$ cat src/rtl/kpl_pkg.sv
// Shared types and constants of the keypad password lock.
// Used by kpl_code_ram, kpl_match_unit and keypad_password_lock; no dependencies.
`timescale 1ns / 1ps

package kpl_pkg;

    // Item kinds carried in the input tuser field.
    localparam logic [2:0] KIND_KEY      = 3'd0;
    localparam logic [2:0] KIND_TERM     = 3'd1;
    localparam logic [2:0] KIND_BTN_CHG  = 3'd2;
    localparam logic [2:0] KIND_BTN_TERM = 3'd3;
    localparam logic [2:0] KIND_BTN_SET  = 3'd4;

    // Special bytes.
    localparam logic [7:0] SYM_STAR = 8'd42;
    localparam logic [7:0] SYM_HASH = 8'd35;
    localparam logic [7:0] SYM_CR   = 8'd13;

    // Result event codes.
    localparam logic [3:0] EV_IGNORED = 4'd0;
    localparam logic [3:0] EV_STORED  = 4'd1;
    localparam logic [3:0] EV_DROPPED = 4'd2;
    localparam logic [3:0] EV_CLEARED = 4'd3;
    localparam logic [3:0] EV_GRANTED = 4'd4;
    localparam logic [3:0] EV_DENIED  = 4'd5;
    localparam logic [3:0] EV_CHANGED = 4'd6;
    localparam logic [3:0] EV_EMPTY   = 4'd7;
    localparam logic [3:0] EV_MODE    = 4'd8;

    // Operating modes.
    typedef enum logic [1:0] {
        MODE_NORMAL   = 2'd0,
        MODE_CHANGE   = 2'd1,
        MODE_TERMINAL = 2'd2,
        MODE_SETTING  = 2'd3
    } t_mode;

    // Password that is in force after reset.
    localparam int DFLT_LEN = 4;
    localparam logic [7:0] DFLT_SECRET [0:DFLT_LEN-1] = '{8'h39, 8'h38, 8'h37, 8'h35};

    // Status returned by the serial compare unit.
    typedef struct packed {
        logic done;
        logic match;
    } t_match_sts;

endpackage

$ cat src/rtl/keypad_password_lock.sv
// Keypad password lock: each accepted item's result is loaded into the result register
// at the accepting edge, except '*' in normal mode with an entry as long as the password,
// which waits for the byte-serial compare through the two-port code RAM.
// Input is taken whenever the lock is not comparing and the result register is free
// or draining. Synchronous active-low reset restores normal mode, an empty entry and
// the password "9875" at once; the code RAM itself is never cleared.
`timescale 1ns / 1ps

module keypad_password_lock #(
    parameter int MAX_CODE_LEN = 16
) (
    input  logic        i_clk,
    input  logic        i_rst_n,
    input  logic        i_s_axis_tvalid,
    output logic        o_s_axis_tready,
    input  logic [7:0]  i_s_axis_tdata,   // [7:0] symbol
    input  logic [2:0]  i_s_axis_tuser,   // [2:0] kind
    output logic        o_m_axis_tvalid,
    input  logic        i_m_axis_tready,
    // [3:0] event_res, [5:4] current_mode, [5+CNT_W:6] entry_count, rest zero
    output logic [((6 + $clog2(MAX_CODE_LEN + 1) + 7) / 8) * 8 - 1:0] o_m_axis_tdata
);

    localparam int AW     = $clog2(MAX_CODE_LEN);
    localparam int CNT_W  = $clog2(MAX_CODE_LEN + 1);
    localparam int OUT_DW = ((6 + CNT_W + 7) / 8) * 8;
    localparam int PAD_W  = OUT_DW - 6 - CNT_W;

    typedef enum logic {
        S_IDLE,
        S_CHECK
    } t_state;

    t_state             r_state, n_state;
    kpl_pkg::t_mode     r_mode, n_mode;
    logic [CNT_W-1:0]   r_elen, n_elen;
    logic [CNT_W-1:0]   r_slen, n_slen;
    logic               r_sbank, n_sbank;
    logic               r_dflt, n_dflt;
    logic               r_m_valid, n_m_valid;
    logic [3:0]         r_ev, n_ev;
    kpl_pkg::t_mode     r_out_mode, n_out_mode;
    logic [CNT_W-1:0]   r_out_cnt, n_out_cnt;

    logic               in_acc;
    logic               take_out;
    logic [3:0]         ev;
    logic               wr_en;
    logic               match_start;
    logic               do_store;
    logic               do_change;
    logic [2:0]         kind;
    logic [7:0]         sym;
    logic [AW-1:0]      rd_idx;
    logic [7:0]         entry_byte;
    logic [7:0]         secret_byte;
    kpl_pkg::t_match_sts match_sts;

    assign kind            = i_s_axis_tuser;
    assign sym             = i_s_axis_tdata;
    assign o_s_axis_tready = (r_state == S_IDLE) && (!r_m_valid || i_m_axis_tready);
    assign in_acc          = i_s_axis_tvalid && o_s_axis_tready;

    // Entry bank is the one the password is not in.
    kpl_code_ram #(
        .MAX_CODE_LEN(MAX_CODE_LEN)
    ) u_code_ram (
        .i_clk       (i_clk),
        .i_wr_en     (wr_en),
        .i_wr_bank   (~r_sbank),
        .i_wr_idx    (r_elen[AW-1:0]),
        .i_wr_data   (sym),
        .i_rd_a_bank (~r_sbank),
        .i_rd_b_bank (r_sbank),
        .i_rd_idx    (rd_idx),
        .i_dflt      (r_dflt),
        .o_rd_a_data (entry_byte),
        .o_rd_b_data (secret_byte)
    );

    kpl_match_unit #(
        .MAX_CODE_LEN(MAX_CODE_LEN)
    ) u_match (
        .i_clk         (i_clk),
        .i_rst_n       (i_rst_n),
        .i_start       (match_start),
        .i_len         (r_elen),
        .o_rd_idx      (rd_idx),
        .i_entry_byte  (entry_byte),
        .i_secret_byte (secret_byte),
        .o_sts         (match_sts)
    );

    // Decode one accepted item, or the end of a compare, into its effect on the lock state.
    always_comb begin
        n_state     = r_state;
        n_mode      = r_mode;
        n_elen      = r_elen;
        n_slen      = r_slen;
        n_sbank     = r_sbank;
        n_dflt      = r_dflt;
        n_m_valid   = r_m_valid && !i_m_axis_tready;
        n_ev        = r_ev;
        n_out_mode  = r_out_mode;
        n_out_cnt   = r_out_cnt;
        take_out    = 1'b0;
        ev          = kpl_pkg::EV_IGNORED;
        wr_en       = 1'b0;
        match_start = 1'b0;
        do_store    = 1'b0;
        do_change   = 1'b0;

        unique case (r_state)
            S_IDLE: begin
                if (in_acc) begin
                    take_out = 1'b1;
                    case (kind) inside
                        kpl_pkg::KIND_KEY: begin
                            if (r_mode != kpl_pkg::MODE_TERMINAL) begin
                                if (sym == kpl_pkg::SYM_HASH) begin
                                    n_elen = '0;
                                    ev     = kpl_pkg::EV_CLEARED;
                                end else if (sym == kpl_pkg::SYM_STAR) begin
                                    if (r_mode == kpl_pkg::MODE_NORMAL) begin
                                        n_elen = '0;
                                        if (r_elen != r_slen) begin
                                            ev = kpl_pkg::EV_DENIED;
                                        end else begin
                                            match_start = 1'b1;
                                            take_out    = 1'b0;
                                            n_state     = S_CHECK;
                                        end
                                    end else if (r_mode == kpl_pkg::MODE_CHANGE) begin
                                        do_change = 1'b1;
                                    end
                                end else begin
                                    do_store = 1'b1;
                                end
                            end
                        end
                        kpl_pkg::KIND_TERM: begin
                            if (r_mode == kpl_pkg::MODE_TERMINAL) begin
                                if (sym == kpl_pkg::SYM_CR) begin
                                    do_change = 1'b1;
                                end else begin
                                    do_store = 1'b1;
                                end
                            end
                        end
                        kpl_pkg::KIND_BTN_CHG, kpl_pkg::KIND_BTN_TERM,
                        kpl_pkg::KIND_BTN_SET: begin
                            if (r_mode != kpl_pkg::MODE_TERMINAL) begin
                                n_elen = '0;
                                ev     = kpl_pkg::EV_MODE;
                                if (kind == kpl_pkg::KIND_BTN_CHG) begin
                                    n_mode = kpl_pkg::MODE_CHANGE;
                                end else if (kind == kpl_pkg::KIND_BTN_TERM) begin
                                    n_mode = kpl_pkg::MODE_TERMINAL;
                                end else begin
                                    n_mode = kpl_pkg::MODE_SETTING;
                                end
                            end
                        end
                        default: begin
                            ev = kpl_pkg::EV_IGNORED;
                        end
                    endcase

                    // Append a byte unless the entry is full.
                    if (do_store) begin
                        if (r_elen >= CNT_W'(MAX_CODE_LEN)) begin
                            ev = kpl_pkg::EV_DROPPED;
                        end else begin
                            wr_en  = 1'b1;
                            n_elen = r_elen + 1'b1;
                            ev     = kpl_pkg::EV_STORED;
                        end
                    end

                    // A new password takes over the entry bank by swapping banks.
                    if (do_change) begin
                        if (r_elen == '0) begin
                            ev = kpl_pkg::EV_EMPTY;
                        end else begin
                            n_sbank = ~r_sbank;
                            n_dflt  = 1'b0;
                            n_slen  = r_elen;
                            n_elen  = '0;
                            n_mode  = kpl_pkg::MODE_NORMAL;
                            ev      = kpl_pkg::EV_CHANGED;
                        end
                    end
                end
            end
            S_CHECK: begin
                if (match_sts.done) begin
                    n_m_valid  = 1'b1;
                    n_ev       = match_sts.match ? kpl_pkg::EV_GRANTED : kpl_pkg::EV_DENIED;
                    n_out_mode = r_mode;
                    n_out_cnt  = r_elen;
                    n_state    = S_IDLE;
                end
            end
            default: begin
                n_state = S_IDLE;
            end
        endcase

        // Load the result register for items that finish at once.
        if (take_out) begin
            n_m_valid  = 1'b1;
            n_ev       = ev;
            n_out_mode = n_mode;
            n_out_cnt  = n_elen;
        end
    end

    // State and result registers.
    always_ff @(posedge i_clk) begin
        if (!i_rst_n) begin
            r_state    <= S_IDLE;
            r_mode     <= kpl_pkg::MODE_NORMAL;
            r_elen     <= '0;
            r_slen     <= CNT_W'(kpl_pkg::DFLT_LEN);
            r_sbank    <= 1'b0;
            r_dflt     <= 1'b1;
            r_m_valid  <= 1'b0;
            r_ev       <= kpl_pkg::EV_IGNORED;
            r_out_mode <= kpl_pkg::MODE_NORMAL;
            r_out_cnt  <= '0;
        end else begin
            r_state    <= n_state;
            r_mode     <= n_mode;
            r_elen     <= n_elen;
            r_slen     <= n_slen;
            r_sbank    <= n_sbank;
            r_dflt     <= n_dflt;
            r_m_valid  <= n_m_valid;
            r_ev       <= n_ev;
            r_out_mode <= n_out_mode;
            r_out_cnt  <= n_out_cnt;
        end
    end

    assign o_m_axis_tvalid = r_m_valid;
    assign o_m_axis_tdata  = {PAD_W'(0), r_out_cnt, r_out_mode, r_ev};

endmodule

$ cat src/rtl/kpl_code_ram.sv
// Code memory holding two byte banks: one holds the password, the other the entry.
// One write port and two registered read ports; uses kpl_pkg for the reset password.
`timescale 1ns / 1ps

module kpl_code_ram #(
    parameter int MAX_CODE_LEN = 16,
    localparam int AW = $clog2(MAX_CODE_LEN)
) (
    input  logic          i_clk,
    input  logic          i_wr_en,
    input  logic          i_wr_bank,
    input  logic [AW-1:0] i_wr_idx,
    input  logic [7:0]    i_wr_data,
    input  logic          i_rd_a_bank,
    input  logic          i_rd_b_bank,
    input  logic [AW-1:0] i_rd_idx,
    input  logic          i_dflt,      // Port B reads the reset password.
    output logic [7:0]    o_rd_a_data,
    output logic [7:0]    o_rd_b_data
);

    localparam int DEPTH = 2 ** (AW + 1);

    logic [7:0]    r_mem [0:DEPTH-1];
    logic [7:0]    r_rd_a;
    logic [7:0]    r_rd_b;
    logic [AW-1:0] r_rd_idx;
    logic [7:0]    dflt_byte;

    // Write port and two registered read ports.
    always_ff @(posedge i_clk) begin
        if (i_wr_en) begin
            r_mem[{i_wr_bank, i_wr_idx}] <= i_wr_data;
        end
        r_rd_a   <= r_mem[{i_rd_a_bank, i_rd_idx}];
        r_rd_b   <= r_mem[{i_rd_b_bank, i_rd_idx}];
        r_rd_idx <= i_rd_idx;
    end

    // The reset password is a constant table until the first change.
    always_comb begin
        dflt_byte = 8'd0;
        if ({1'b0, r_rd_idx} < (AW + 1)'(kpl_pkg::DFLT_LEN)) begin
            dflt_byte = kpl_pkg::DFLT_SECRET[r_rd_idx[1:0]];
        end
    end

    assign o_rd_a_data = r_rd_a;
    assign o_rd_b_data = i_dflt ? dflt_byte : r_rd_b;

endmodule

$ cat src/rtl/kpl_match_unit.sv
// Byte-serial comparator of the entry against the password.
// Steps an index through the code RAM and compares one byte pair per cycle; uses kpl_pkg.
`timescale 1ns / 1ps

module kpl_match_unit #(
    parameter int MAX_CODE_LEN = 16,
    localparam int AW = $clog2(MAX_CODE_LEN),
    localparam int CNT_W = $clog2(MAX_CODE_LEN + 1)
) (
    input  logic                i_clk,
    input  logic                i_rst_n,
    input  logic                i_start,
    input  logic [CNT_W-1:0]    i_len,      // Nonzero byte count to compare.
    output logic [AW-1:0]       o_rd_idx,
    input  logic [7:0]          i_entry_byte,
    input  logic [7:0]          i_secret_byte,
    output kpl_pkg::t_match_sts o_sts
);

    logic [CNT_W-1:0] r_idx;
    logic [CNT_W-1:0] r_len;
    logic             r_issue;
    logic             r_chk;
    logic             r_chk_last;
    logic             r_same;
    logic             idx_last;
    logic             byte_eq;

    assign idx_last = (r_idx == r_len - 1'b1);
    assign byte_eq  = (i_entry_byte == i_secret_byte);
    assign o_rd_idx = r_idx[AW-1:0];

    // Issue one read per cycle; the data is checked in the following cycle.
    always_ff @(posedge i_clk) begin
        if (!i_rst_n) begin
            r_issue    <= 1'b0;
            r_chk      <= 1'b0;
            r_chk_last <= 1'b0;
            r_same     <= 1'b1;
            r_idx      <= '0;
            r_len      <= '0;
        end else if (i_start) begin
            r_issue    <= 1'b1;
            r_chk      <= 1'b0;
            r_chk_last <= 1'b0;
            r_same     <= 1'b1;
            r_idx      <= '0;
            r_len      <= i_len;
        end else begin
            r_chk      <= r_issue;
            r_chk_last <= r_issue && idx_last;
            if (r_issue) begin
                r_idx <= r_idx + 1'b1;
                if (idx_last) begin
                    r_issue <= 1'b0;
                end
            end
            if (r_chk && !byte_eq) begin
                r_same <= 1'b0;
            end
        end
    end

    assign o_sts.done  = r_chk && r_chk_last;
    assign o_sts.match = r_same && byte_eq;

endmodule
$ cat config.mk
export PLATFORM = sky130hd
export DESIGN_NAME = keypad_password_lock
export DESIGN_NICKNAME = d
export VERILOG_FILES = /design/src/rtl/kpl_pkg.sv /design/src/rtl/keypad_password_lock.sv /design/src/rtl/kpl_code_ram.sv /design/src/rtl/kpl_match_unit.sv
export SDC_FILE = /design/constraint.sdc
export NUM_CORES = 1
export LEC_CHECK = 0
export BUFFER_PORTS_ARGS = -buffer_cell sky130_fd_sc_hd__clkbuf_2
export CAP_MARGIN = 20
export CORE_AREA = 2 2 196 237
export CTS_CLUSTER_SIZE = 16
export DETAILED_ROUTE_END_ITERATION = 10
export DIE_AREA = 0 0 198 239
export HOLD_SLACK_MARGIN = 0.15
export REMOVE_ABC_BUFFERS = 1
export SKIP_CTS_REPAIR_TIMING = 1
export SYNTH_ARGS = -nofsm -noshare
export SYNTH_HDL_FRONTEND = slang
export SYNTH_HIERARCHICAL = 1
export SYNTH_SLANG_ARGS = --single-unit
$ cat constraint.sdc
create_clock -name i_clk -period 4.3 [get_ports i_clk]
set_input_delay 0.43 -clock i_clk [delete_from_list [all_inputs] [get_ports i_clk]]
set_output_delay 0.43 -clock i_clk [all_outputs]
set_load 0.005 [all_outputs]
Yosys cells after proc, flatten, opt, wreduce, memory -nomap -nowiden
Memories as Yosys holds them, arrays and structs flattened. A register that Yosys moved wholly into a read port is not among the register bits.
Index checks and enable logic that the tools add are counted.
{ "word_totals": {"mem_count": 1, "output_inout_bits": 18, "elab_cells": 166, "ramBits": 256, "inputBits": 15, "reg_bits": 45} }
{ "memory_table": {"columns": ["memory", "depth", "width", "rd", "rd_ports_with_merged_regs", "write_ports", "line", "source"], "rows": [
  ["u_code_ram.r_mem", 32, 8, 2, 2, 1, "kpl_code_ram.sv:24", "logic [7:0] r_mem [0:DEPTH-1];"]
]} }
{ "op_classes": {"eq_ne": 13, "bitwise_logic": 5, "mux": 104, "n_reduce_logical": 20, "addsub": 3, "n_lt_le_gt_ge": 3} }
{ "op_table": {"columns": ["cell", "count"], "rows": [
  ["$mux 5", 17],
  ["$mux 1", 52],
  ["$mux 4", 11],
  ["$mux 8", 4],
  ["$mux 2", 13],
  ["$bmux 8 s2", 1],
  ["$eq 8x6->1 const B", 2],
  ["$mux 3", 5],
  ["$add 5x1->5 const B", 2],
  ["$eq 8x4->1 const B", 1],
  ["$eq 8x8->1", 1],
  ["$logic_and 1x1->1", 7],
  ["$eq 3x2->1 const B", 2],
  ["$eq 5x5->1", 1],
  ["$ge 5x5->1 const B", 1],
  ["$logic_not 5->1", 1],
  ["$ne 5x5->1", 1],
  ["$sub 5x1->5 const B", 1],
  ["$lt 4x3->1 const B", 1],
  ["$not 1->1", 4],
  ["$reduce_and 4->1", 1],
  ["$reduce_bool 2->1", 2],
  ["$eq 3x1->1 const B", 1],
  ["$eq 3x3->1 const B", 1],
  ["other kinds (13)", 15]
]} }

Longest topological paths before layout
{ "logic_depth": {"depth_word": 13, "ltp_mapped": 10, "ltp_nobuf": 9} }

Modules after synthesis
Netlist, hierarchy kept.
{ "modules_own_cells": {"columns": ["module", "n_inst", "cells_per_inst", "area_each_um2"], "rows": [
  ["kpl_code_ram", 1, 477, 10807.9],
  ["keypad_password_lock", 1, 228, 1796.7],
  ["kpl_match_unit", 1, 83, 767.0]
]} }

Worst setup path after synthesis
OpenSTA, ideal clock, no wires.
{ "synth_timing": {"path_type": "input port to flip-flop", "from": "input port i_s_axis_tuser[1]", "to": "memory u_code_ram.r_mem[0][0], enable pin", "setup_time_ns": 0.370, "t_arrival_ns": 2.761, "stages": 10, "setup_slack_ns": 1.169, "path_cell_list": "buf_2 -> nor2_1 -> nand4b_1 -> nor3_1 -> or2_0 -> clkbuf_2 -> and2_1 -> or3b_2 -> clkbuf_1 -> nor2_1"} }
{ "synth_via": {"elab_chain_len": 10} }
{ "synth_rtl": {"columns": ["item", "line", "source"], "rows": [
  ["start: declaration", "keypad_password_lock.sv:17", "input logic [2:0] i_s_axis_tuser,"],
  ["$eq 3x1->1 (no line)", null, null],
  ["$mux 1", "keypad_password_lock.sv:117", "case (kind) inside"],
  ["$mux 1 (*)", "keypad_password_lock.sv:117", null],
  ["$mux 1 (*)", "keypad_password_lock.sv:115", "if (in_acc) begin"],
  ["$mux 1 (*)", "keypad_password_lock.sv:113", "unique case (r_state)"],
  ["$mux 1 (*)", "keypad_password_lock.sv:170", "if (do_store) begin"],
  ["$mux 1 (*)", "keypad_password_lock.sv:115", null],
  ["$mux 1 (*)", "keypad_password_lock.sv:113", null],
  ["net wr_en", "keypad_password_lock.sv:48", "logic wr_en;"],
  ["$mux 1 (*)", "kpl_code_ram.sv:32", "if (i_wr_en) begin"],
  ["$mux 1 (implied by the code) (*)", "kpl_code_ram.sv:33", "r_mem[{i_wr_bank, i_wr_idx}] <= i_wr_data;"],
  ["end: declaration", "kpl_code_ram.sv:24", null]
]} }
Mark *: on every way through the listed nets, which the timed path passes. The rest lies on a longest branch. The select of a mux whose other input is x is not followed.

Worst setup path in the final report
{ "layout_timing": {"from": "register r_mode[0]", "to": "memory u_code_ram.r_mem[18][6], enable pin"} }
{ "layout_via": {"elab_chain_len": 11} }
{ "layout_rtl": {"columns": ["item", "line", "source"], "rows": [
  ["start: declaration", "keypad_password_lock.sv:35", "kpl_pkg::t_mode r_mode, n_mode;"],
  ["start signal: assignment", "keypad_password_lock.sv:222", "r_mode <= kpl_pkg::MODE_NORMAL;"],
  ["start signal: assignment", "keypad_password_lock.sv:233", "r_mode <= n_mode;"],
  ["$eq 2x2->1", "keypad_password_lock.sv:142", "if (r_mode == kpl_pkg::MODE_TERMINAL) begin"],
  ["$mux 1", "keypad_password_lock.sv:142", null],
  ["$mux 1", "keypad_password_lock.sv:117", null],
  ["$mux 1 (*)", "keypad_password_lock.sv:117", null],
  ["$mux 1 (*)", "keypad_password_lock.sv:115", null],
  ["$mux 1 (*)", "keypad_password_lock.sv:113", null],
  ["$mux 1 (*)", "keypad_password_lock.sv:170", null],
  ["$mux 1 (*)", "keypad_password_lock.sv:115", null],
  ["$mux 1 (*)", "keypad_password_lock.sv:113", null],
  ["net wr_en", "keypad_password_lock.sv:48", null],
  ["$mux 1 (*)", "kpl_code_ram.sv:32", null],
  ["$mux 1 (implied by the code) (*)", "kpl_code_ram.sv:33", null]
]} }
Marks and branches as above.

==> parameters.txt <==
Parameter                              Value

Setup path
  Startpoint-to-endpoint class of the critical path ... reg2reg
  Maximum single-stage delay on the critical path ... 0.66 ns
  Slowest cell on crit path ... nor2_1
  Type of element capturing the critical path ... flop
  Kind of launch point of the worst setup path ... flop
  Required time worst endpoint ... 4.48 ns
  Largest fanout on the critical path ... 10
  Most used cell, CP ... nor2_1
  WP data arrival ... 3.53 ns
  List of cells traversed by the critical path ... nor2_1 -> nand4b_1 -> nor3_1 -> or2_0 -> and2_1 -> nand3b_1 -> nor2_1

Routing
  Routed wirelength normalized by instance count ... 20.42 um
  Final wirelength ... 30170 um
  DRT antenna net count ... 0
  Per-cell via count in the routed design ... 4.731
  DRC errors left ... 0
  Detailed Route Iter0 Violations ... 513
  Via total after detailed routing ... 6988
  Iteration count of the initial detailed-routing pass ... 5

Worst hold path
  Hold Crit Class ... in2reg

Global route
  Maximum number of pins on one net before global-route repair ... 40
  Antenna violations before repair ... 2
  Vias in the first global route ... 7069
  Overall Global Routing Usage ... 12.89%
  Leftover overflow at the end of global routing ... 0
  Global-route wire length before repair ... 44820 um

Job
  Count of max-cap constraint violations ... 0

Logic synthesis
  Mean instance size in the synthesized netlist ... 16.97 sq um
  Yosys reg bits ... 317
  Gate Count Post-Synth ... 788
  Ys async rst share ... 0%
  Post-synthesis instance area ... 0.01337 sq mm
  Number of warning messages in the yosys log ... 6
  Number of synthesized flops with an enable pin ... 256
  Ys flop type ... edfxtp_1
  Distinct cell type count after synthesis ... 70
  Part of the Yosys area used for sequential elements ... 66.62%

Finish
  Fraction of layout cells with a size suffix above 1 ... 26.19%
  FILL cells ... 4326
  Nets ... 859
  Finished layout cell area ... 0.01522 sq mm
  Layout area overhead ... 13.80%
  Utilization after layout ... 33.59%

Power
  Power per unit of standard cell area ... 391.7 mW/mm^2
  VDD IR-drop max ... 0.4183 mV
  Pleak ... 4.825 nW

Floorplanning
  Boundary pin count ... 33
  Row count ... 86
  Area of the die ... 0.04732 sq mm
  Placeable core area ... 0.04530 sq mm
  Die extent in y ... 239 um
  Starting Density ... 29.52%
  Die Wd ... 198 um

Placed design
  Dpl hpwl ... 20220 um
  Final weighted congestion of routability-driven global placement ... 0.8047
  Count of buffers from port buffering ... 27
  Post-Place Cell Area ... 0.01431 sq mm

Timing
  Number of endpoints failing setup at the final stage ... 0
  Number of hold violations in the final report ... 0
  RSZ-0062 raised after global routing ... no
  Final critical delay including setup and external delays ... 3.346 ns
  Setup TNS Final ... 0 ns
  Clock Skew ... 0.02349 ns
  Normalized max-slew margin ... 34.66%
  Part of the cycle the worst path needs ... 77.81%
  Pins over their slew limit ... 0
  Peak clock frequency supported by timing ... 298.9 MHz
  Transition time of the tightest slew-check pin ... 0.9801 ns

Clocking
  Clock sinks ... 317
  Cell chosen for the clock root ... clkbuf_16
  Max Buffers Root-to-Sink ... 3
  Clock latency on the worst-skew pair ... 0.57 ns
  Clock H-tree levels ... 1
  CTS tree ... done
  Number of buffers created by CTS ... 27
  Clk slew on worst S/H paths ... 0.06 ns

Outcome
  Run status ... complete, no violations
## worst paths after layout
| path | from | to | slack (ns) | depth (start not counted) |
|---|---|---|---|---|
| worst max register to register | r_mode[0]$_SDFF_PN0_ | u_code_ram/r_mem[18][6]$_DFFE_PP_ | 0.95 | 7 |
| worst max-delay path | r_mode[0]$_SDFF_PN0_ | u_code_ram/r_mem[18][6]$_DFFE_PP_ | 0.95 | 7 |
| worst min register to register | r_slen[1]$_SDFFE_PN0P_ | r_slen[1]$_SDFFE_PN0P_ | 0.47 | 2 |
| worst min-delay path | i_m_axis_tready | o_m_axis_tvalid$_SDFF_PN0_ | 0.23 | 3 |
## where the power goes
group          internal (W)  switching [W]
registers           0.00332     0.00000911
logic             0.0000462       0.000106
clock network       0.00141        0.00107
total               0.00478        0.00118
## sequential cells by signal (all words and copies together), names as in the netlist, 4 cells and up
signal	count
u_code_ram/r_mem	256
u_code_ram/o_rd_a_data	8
u_code_ram/r_rd_b	8
r_elen	5
r_out_cnt	5
r_slen	5
u_match/r_idx	5
u_match/r_len	5
r_ev	4
u_code_ram/r_rd_idx	4
## layout make-up
type | count | area [sq um] | area share [%]
Clock inverter | 18 | 202.7 | 1.332
Sequential cell | 317 | 8915 | 58.58
Timing Repair Buffer | 71 | 478.0 | 3.141
Multi-Input combinational cell | 406 | 4085 | 26.85
Inverter | 17 | 63.81 | 0.4193
Antenna cell | 2 | 5.005 | 0.03289
Clock buffer | 30 | 696.9 | 4.580
Tap cell | 616 | 770.7 | 5.065
## cell usage in the layout, fill, tap and decap left out, types with 5 or more instances in the layout
cell	count
a211oi_1	5
a21oi_1	10
and2_1	6
buf_4	43
clkbuf_16	27
clkbuf_2	27
clkinv_2	5
conb_1	5
dfxtp_1	58
edfxtp_1	256
inv_1	17
mux2_2	34
mux2i_1	7
mux4_1	26
mux4_2	54
nand2_1	30
nand2b_1	7
nand3_1	16
nand3b_1	6
nand4_1	6
nor2_1	55
nor2b_1	12
nor3_1	13
o21ai_0	15
xnor2_1	17
xor2_1	8
## synthesized netlist by cell type (all sizes together) (7+ instances only)
library cell / count / share of area (%)
a21oi: 10 / 0.37
mux2: 34 / 2.9
dfxtp: 61 / 9.1
nand2b: 7 / 0.33
nor2b: 12 / 0.56
nand3: 16 / 0.60
inv: 17 / 0.48
clkbuf: 23 / 0.69
o21ai: 16 / 0.60
mux4: 80 / 14
mux2i: 7 / 0.52
nor3: 15 / 0.68
a21boi: 7 / 0.39
buf: 29 / 1.8
xnor2: 17 / 1.1
edfxtp: 256 / 57
xor2: 8 / 0.52
nand2: 30 / 0.84
nor2: 55 / 1.5
## layer usage
metal	vias up	wire (um)	global-route usage (%)
met1	3594	11900	14.98
met5	-	0	0
met3	51	1351	2.271
met2	162	15760	23.26
met4	0	1152	5.537
li1	3181	-	-
## worst max-delay path, delay by kind of cell (launching register included)
| family | cells | cell delay, ns |
|---|---|---|
| AND/OR/NAND/NOR | 7 | 2.57 |
| flip-flops | 1 | 0.42 |
## cell families (layout without fill, tap and decap cells)
family                   after synthesis  count (layout)  synth area share (%)
flip-flops                           317             317                 66.62
AO/OA/AOI/OAI                         68              68                 3.537
XOR/XNOR                              25              25                 1.638
other                                  1               7               0.02804
adder cells (fa/ha/maj)                4               4                0.3743
buffers and inverters                 69             136                 2.938
multiplexers                         121             121                 17.59
AND/OR/NAND/NOR                      183             183                 7.271
## through the flow
step	worst slack (ns)	cells	hold WS, ns	power [W]
floorplan	0.2658	740	0.4358	0.003451
global placement	0.9667	1427	0.4508	0.003549
detailed placement	0.7771	1427	0.4630	0.003550
CTS	0.9407	1475	0.2161	0.006010
global route	0.6332	1476	0.2421	0.006127
finish	0.9544	1477	0.2328	0.005960
Power figures use the tool's default switching activity.
